===== config.mk =====
export PLATFORM = sky130hd
export DESIGN_NAME = enp_alu
export DESIGN_NICKNAME = d
export VERILOG_FILES = /design/src/rtl/enp_pkg.sv /design/src/rtl/enp_alu.sv
export SDC_FILE = /design/constraint.sdc
export NUM_CORES = 2
export LEC_CHECK = 0
export ABC_CLOCK_PERIOD_IN_PS = 30500
export BUFFER_PORTS_ARGS = -buffer_cell sky130_fd_sc_hd__buf_2
export CORE_ASPECT_RATIO = 1.75
export CORE_MARGIN = 1
export CORE_UTILIZATION = 35
export DETAILED_ROUTE_END_ITERATION = 8
export GPL_TIMING_DRIVEN = 0
export SLEW_MARGIN = 25
export SYNTH_ARGS = -nofsm -noshare
export SYNTH_HDL_FRONTEND = slang
export SYNTH_SLANG_ARGS = --single-unit

===== constraint.sdc =====
create_clock -name clk -period 30.5 [get_ports clk]
set_input_delay 1.525 -clock clk [delete_from_list [all_inputs] [get_ports clk]]
set_output_delay 1.525 -clock clk [all_outputs]
set_load 0.1 [all_outputs]

===== src/rtl/enp_pkg.sv =====
// enp_pkg: shared constants and types for the ellipse nearest point block
// no dependencies
`default_nettype none
package enp_pkg;
  localparam int unsigned DataW = 24;
  localparam int unsigned WideW = 64;
  localparam logic [WideW-1:0] Cap = 64'h0FFF_FFFF_FFFF_FFFF;

  localparam logic [1:0] OP_MUL = 2'd0;
  localparam logic [1:0] OP_DIV = 2'd1;

  typedef struct packed {
    logic             start;
    logic [1:0]       op;
    logic [WideW-1:0] opa;
    logic [WideW-1:0] opb;
  } enp_req_t;
endpackage
`default_nettype wire


===== src/rtl/enp_alu.sv =====
// enp_alu: shared multi-cycle fixed point multiply and divide unit
// depends on enp_pkg; mul is one bit a cycle shift-add, div is restoring
`default_nettype none
module enp_alu import enp_pkg::*; #(
  parameter int FRAC_BITS = 14
) (
  input  wire logic             clk,
  input  wire logic             rst,
  input  wire enp_req_t         req,
  output logic                  done,
  output logic [WideW-1:0]      result
);
  localparam int CntW = $clog2(2*WideW + 1);
  logic [2*WideW-1:0] acc;
  logic [2*WideW-1:0] mcand;
  logic [WideW-1:0]   mplier;
  logic [WideW-1:0]   dvs;
  logic [2*WideW:0]   rem;
  logic [2*WideW-1:0] num;
  logic [2*WideW-1:0] quo;
  logic [CntW-1:0]    cnt;
  logic               busy;
  logic [1:0]         op;
  logic               fixed;
  logic [2*WideW-1:0] prod_sh;
  logic [2*WideW:0]   rem_sh;
  logic [2*WideW-1:0] quo_res;

  assign rem_sh = {rem[2*WideW-1:0], num[2*WideW-1]};
  assign prod_sh = acc >> FRAC_BITS;
  assign quo_res = quo;

  always_ff @(posedge clk) begin
    if (rst) begin
      busy <= 1'b0;
      done <= 1'b0;
    end else begin
      done <= 1'b0;
      if (req.start) begin
        busy <= 1'b1;
        op <= req.op;
        cnt <= '0;
        fixed <= 1'b0;
        acc <= '0;
        mcand <= {{WideW{1'b0}}, req.opa};
        mplier <= req.opb;
        dvs <= req.opb;
        rem <= '0;
        quo <= '0;
        num <= {{WideW{1'b0}}, req.opa} << FRAC_BITS;
        if (req.op == OP_DIV && (req.opa == '0 || req.opb == '0 || req.opb[WideW-1])) begin
          fixed <= 1'b1;
          result <= (req.opa == '0) ? '0 : Cap;
        end
      end else if (busy) begin
        if (fixed) begin
          busy <= 1'b0;
          done <= 1'b1;
        end else if (op == OP_MUL) begin
          if (mplier[0]) acc <= acc + mcand;
          mcand <= mcand << 1;
          mplier <= mplier >> 1;
          cnt <= cnt + 1'b1;
          if (cnt == CntW'(WideW)) begin
            busy <= 1'b0;
            done <= 1'b1;
            result <= (prod_sh > {{WideW{1'b0}}, Cap}) ? Cap : prod_sh[WideW-1:0];
          end
        end else begin
          cnt <= cnt + 1'b1;
          num <= num << 1;
          if (rem_sh >= {{(WideW+1){1'b0}}, dvs}) begin
            rem <= rem_sh - {{(WideW+1){1'b0}}, dvs};
            quo <= {quo[2*WideW-2:0], 1'b1};
          end else begin
            rem <= rem_sh;
            quo <= {quo[2*WideW-2:0], 1'b0};
          end
          if (cnt == CntW'(2*WideW)) begin
            busy <= 1'b0;
            done <= 1'b1;
            result <= (quo_res > {{WideW{1'b0}}, Cap}) ? Cap : quo_res[WideW-1:0];
          end
        end
      end
    end
  end

  a_no_done_idle: assert property (@(posedge clk) disable iff (rst)
    done |-> $past(busy)) else $error("done without busy");
  a_start_idle: assert property (@(posedge clk) disable iff (rst)
    req.start |-> !busy || done) else $error("start while busy");
  a_done_pulse: assert property (@(posedge clk) disable iff (rst)
    done |=> !done) else $error("done held");
endmodule
`default_nettype wire

; After elaboration in Yosys (flattened, before gate mapping)
; Index checks and enable logic that the tools add are counted.
[totals]
ff_bits = 845
input_bits = 133
[classes]
addsub = 3
order_cmp = 3
eq_ne = 7
muxes = 47
n_bitwise = 2
reduce_logical = 17
[op_table]
columns = operator, n
row1 = $mux 128, 17
row2 = $mux 64, 14
row3 = $ge 129x64->1, 1
row4 = $add 128x128->128, 1
row5 = $gt 128x60->1 const B, 1
row6 = $logic_not 64->1, 2
row7 = $sub 128x64->128, 1
row8 = $gt 114x60->1 const B, 1
row9 = $mux 78, 1
row10 = $mux 60, 1
row11 = $mux 8, 2
row12 = $mux 1, 12
row13 = $add 8x1->8 const B, 1
row14 = $eq 8x7->1 const B, 1
row15 = $eq 8x8->1 const B, 1
row16 = $reduce_and 4->1, 2
row17 = $reduce_and 6->1, 1
row18 = $reduce_bool 2->1, 3
row19 = $reduce_and 5->1, 1
row20 = $ne 2x2->1 const B, 2
row21 = $ne 3x2->1 const B, 1
row22 = $reduce_and 3->1, 1
row23 = $reduce_bool 3->1, 1
row24 = $reduce_or 3->1, 1
row25 = 7 further kinds, 9

; Depth between registers and ports, before layout
[logic_depth]
ltp_word = 7
depth_mapped = 16
depth_no_buf = 13

; Worst setup path after synthesis
; Ideal clock, no wire load.
[synth_path]
path_type = in2reg
startpoint = in req[130] (netlist bit)
endpoint = reg num[100] (enable)
setup_ns = 1.109
t_arrival_ns = 17.783
t_required_ns = 29.391
setup_slack_ns = 11.608
stages = 6
n_path_buf = 3
cell_sequence = clkbuf_1 clkbuf_1 inv_1 clkbuf_1 a21o_1 nor2_1
[synth_via]
elab_chain_cells = 2
elab_cells_between_ends = 4
classes_between = 2 x eq/ne / 2 x reduce/logical
[synth_rtl]
columns = item, line_no
row1 = "start, declared", enp_alu.sv:9  ; input wire enp_req_t req,
row2 = $ne 2x2->1 (no line) / $reduce_bool 2->1 (equally long branches), n/a
row3 = $reduce_and 4->1 (no line) (*), n/a
row4 = "end signal, assigned", enp_alu.sv:50  ; num <= {{WideW{1'b0}}, req.opa} << FRAC_BITS;
row5 = "end signal, assigned", enp_alu.sv:71  ; num <= num << 1;
row6 = "end, declared", enp_alu.sv:19  ; logic [2*WideW-1:0] num;
; Mark *: on every way between the ends. The rest lies on a longest branch, timed or not.
; A chain may end at the register's enable or synchronous reset.

; Worst setup path in the final report
[layout_path]
startpoint = reg rem[21]
endpoint = reg rem[70], data pin
[layout_via]
elab_chain_cells = 5
elab_cells_between_ends = 6
classes_between = 1 x add/sub / 1 x order compare / 4 x mux
[layout_rtl]
columns = item, line_no
row1 = "start, declared", enp_alu.sv:18  ; logic [2*WideW:0] rem;
row2 = "start signal, assigned", enp_alu.sv:73  ; rem <= rem_sh - {{(WideW+1){1'b0}}, dvs};
row3 = "start signal, assigned", enp_alu.sv:76  ; rem <= rem_sh;
row4 = $sub 128x64->128 / $ge 129x64->1 (equally long branches), "enp_alu.sv:73, enp_alu.sv:72"
row5 = $mux 128 (*), enp_alu.sv:72  ; if (rem_sh >= {{(WideW+1){1'b0}}, dvs}) begin
row6 = $mux 128 (*), enp_alu.sv:59  ; end else if (op == OP_MUL) begin
row7 = $mux 128 (*), enp_alu.sv:56  ; if (fixed) begin
row8 = $mux 128 (*), enp_alu.sv:55  ; end else if (busy) begin
; Mark *: on every way between the ends. The rest lies on a longest branch, timed or not. The select of a mux whose other input is x is not followed.

==> flow_summary_export.csv <==
group,metric,value,unit
worst_setup_path,rr_endpoint,"rem[70]",
hold_path,holdPathEnd,"done",
drt,totalWireLength,157000,um
power,pwr-share-seq,46.2,%
hold_path,min_path_cells,2,
timing,clock.fmax,164,MHz
timing,hold_viol,0,
global_routing,grt-ovfl-total,0,
placement,hpwl,122000,um
die,die_width,280,um
drt,drt_iter0_markers,2877,
cts,cts_max_level,3,
timing,hold_slack,528,ps
status,status,"complete, no violations",
worst_setup_path,r2r_slack,24400,ps
drt,vias_per_cell,5.53,
die,chipHeight,488,um
logic_synthesis,synth_cell_type_count,83,
power,power_density,54.2,mW/mm^2
run,drv_cap,0,
timing,grt_setup_unrepaired,"no",
logic_synthesis,syn_area,0.0473,sq mm
placement,dpl_worst_slack,23630,ps
layout,finalNetCount,5279,
global_routing,antenna_found_initial,5,
drt,drc,0,
cts,clock-root-buffer,"clkbuf_16",
drt,vias,37703,
global_routing,grt_max_degree,41,
global_routing,grt_pass1_vias,38047,
worst_setup_path,path_class,"reg2reg",
power,power.internal,2.12,mW
timing,fin_crit_sh,20.0,%
worst_setup_path,start_kind,"register",
logic_synthesis,syn_area_per_cell,10.2,sq um
timing,setup_viol,0,
timing,skew,58.9,ps
cts,cts-hold-fix-buffers,0,
power,clockPowerShare,37.5,%
logic_synthesis,synth_cells,4630,
die,io-pin-count,198,
logic_synthesis,yosysSeqAreaShare,52.7,%
timing,tightest_slew,1150,ps
worst_setup_path,worst-endpoint-arrival,6550,ps
power,switchingPower,0.831,mW
timing,tns,0,ps
cts,clock_latency,730,ps
cts,cts_max_path_buffers,3,
cts,cts_tree,"yes",
logic_synthesis,synth-main-ff-cell,"edfxtp_1",
placement,portBuffers,196,
cts,clkSlewWorstSetupHoldPaths,70,ps
die,initial_core_util,35.2,%
global_routing,grt_util_all_layers,22.7,%
layout,final_cell_mix,"829 x edfxtp_1, 398 x o21ai_0, 379 x a21oi_1",
timing,drv_slew,0,
logic_synthesis,synth_edf_count,829,
worst_setup_path,required,30950,ps
worst_setup_path,crit_fanout,10,
power,peakVddDrop,0.0468,mV
hold_path,hold_path.class,"reg2reg",
logic_synthesis,ys_seq_elements,831,
cts,cts.sinks,831,
layout,final_common_cell,"edfxtp_1",
layout,syn2layout_area_growth,15.0,%
worst_setup_path,reg2reg_from,"rem[21]",
die,rows,178,
logic_synthesis,yosysWarningCount,0,
cts,cts_resized,0,
timing,slew_headroom,23.6,%
hold_path,hp-start,"busy",
timing,min_period,6100,ps
power,combPwrFrac,16.3,%
timing,setup_ws,24400,ps
power,p_leak,19.6,nW
drt,wire_per_inst,23.0,um
die,coreArea,0.134,sq mm
drt,first_pass_iters,6,
global_routing,grt_pass1_wl,232000,um
cts,post_cts_buffers,0,
placement,gp_congestion,0.981,
logic_synthesis,synth_async_sr_flop_share,0,%
layout,drive_gt1_share,9.69,%
power,p_sw_share,28.2,%
drt,ant_nets,0,
die,die_area,0.137,sq mm
cts,cts_made_buffers,81,
worst_setup_path,critPathCaptureType,"register",
worst_setup_path,ff2ff_path_depth,13,
[synth_stat cells, types with 7 or more instances]
cell type	count	share of area (%)
ha_1	193	5.1
and3_1	16	0.21
mux2i_1	10	0.21
o21ai_1	36	0.38
a31o_1	7	0.13
o211ai_1	22	0.35
o21ai_0	398	4.2
a31oi_1	23	0.30
nor2b_1	281	3.7
nand4_1	107	1.4
xor2_1	68	1.3
or4_1	49	0.78
o21bai_1	61	0.97
xnor2_1	99	1.8
nor2_1	375	3.0
and4_1	10	0.19
a221o_1	9	0.19
mux2_1	18	0.43
a211oi_1	34	0.54
nand2_1	355	2.8
or3_1	39	0.52
nor4_1	93	1.2
o31ai_1	45	0.71
a21oi_1	379	4.0
nand2b_1	22	0.29
a221oi_1	10	0.19
o31a_1	8	0.15
a21o_1	100	1.6
buf_1	8	0.064
inv_1	267	2.1
nand3_1	98	1.0
or2_2	9	0.12
buf_2	9	0.095
nor3_1	94	0.99
o21a_1	36	0.57
mux2_2	63	1.5
clkbuf_1	222	1.8
and2_1	11	0.15
a2111oi_0	10	0.19
edfxtp_1	829	53
a21boi_0	12	0.19
[power groups by stage]
stage	Clock (mW)	Combinational [mW]	Sequential [mW]
finish	1.11	0.480	1.36
global route	1.16	0.525	1.37
CTS	1.13	0.476	1.36
detailed placement	0	0.472	1.39
global placement	0	0.453	1.42
floorplan	0	0.313	1.40
[final cells by class]
| type | instances | area, sq um |
|---|---|---|
| fillers | 13144 | 79900 |
| flip-flops and latches | 831 | 24900 |
| multi-input cells | 3295 | 20500 |
| well taps | 1800 | 2250 |
| clock buffers | 90 | 2100 |
| repair buffers | 235 | 1860 |
| inverters | 267 | 1000 |
| plain buffers | 240 | 931 |
| clock inverters | 59 | 747 |
| diodes | 4 | 10.0 |
[sequential cells by signal (all words and copies together) (netlist names)]
name,flops
quo,128
rem,128
mplier,64
cnt,8
op,2
result,64
dvs,64
done,1
num,114
busy,1
acc,128
mcand,128
fixed,1
[worst max-delay path, stage by stage (launching register included)]
cell and delay (ps):
edfxtp_1 400, ha_1 290, clkbuf_1 320, nand4_1 270
nor4_1 600, a21bo_2 310, a2111oi_0 850, o2111ai_1 450
a21o_1 370, o2111ai_1 770, clkbuf_1 520, buf_2 440
xor2_1 190, nor2_1 50
[kinds of logic (layout without fill, tap and decap cells)]
| logic type | Yosys count | count (layout) | share of synthesized area [%] |
|---|---|---|---|
| muxes | 91 | 91 | 2.14 |
| AOI/OAI and AO/OA | 1245 | 1245 | 15.7 |
| buffers and inverters | 507 | 891 | 4.06 |
| adders and majority gates | 195 | 195 | 5.19 |
| xor gates and xnor gates | 167 | 167 | 3.09 |
| and+or+nand+nor | 1593 | 1593 | 17.1 |
| DFF | 831 | 831 | 52.7 |
| other | 1 | 8 | 0.00793 |
[layer usage]
layer | part of all wire [%] | wire length, um | global-route usage [%] | vias up
li1 | - | - | - | 17730
met1 | 37 | 57400 | 24.5 | 18315
met2 | 52 | 81500 | 41.8 | 1247
met3 | 4.7 | 7390 | 2.65 | 409
met4 | 6.7 | 10500 | 14.1 | 2
met5 | 0.0083 | 13 | 0 | -
[metrics by stage]
step,util (%),cell area (sq um),power (mW),instances
floorplan,-,47300,1.71,4633
global placement,37.6,50500,1.87,6629
detailed placement,38.3,51500,1.86,6668
CTS,40.5,54300,2.96,6817
global route,40.5,54400,3.05,6818
finish,40.5,54400,2.95,6821
[worst max path at each step]
stage                   from       end  slack [ps]  depth (start not counted)
finish               rem[21]   rem[70]       24400                         13
global route         rem[21]   rem[70]       24140                         13
CTS                 req[130]  acc[112]       24370                         11
detailed placement  req[130]  acc[102]       23630                         11
global placement    req[130]   quo[82]        1960                          6
floorplan           req[130]  num[100]       11610                          6
No activity file was read; power rests on OpenSTA's default activity.
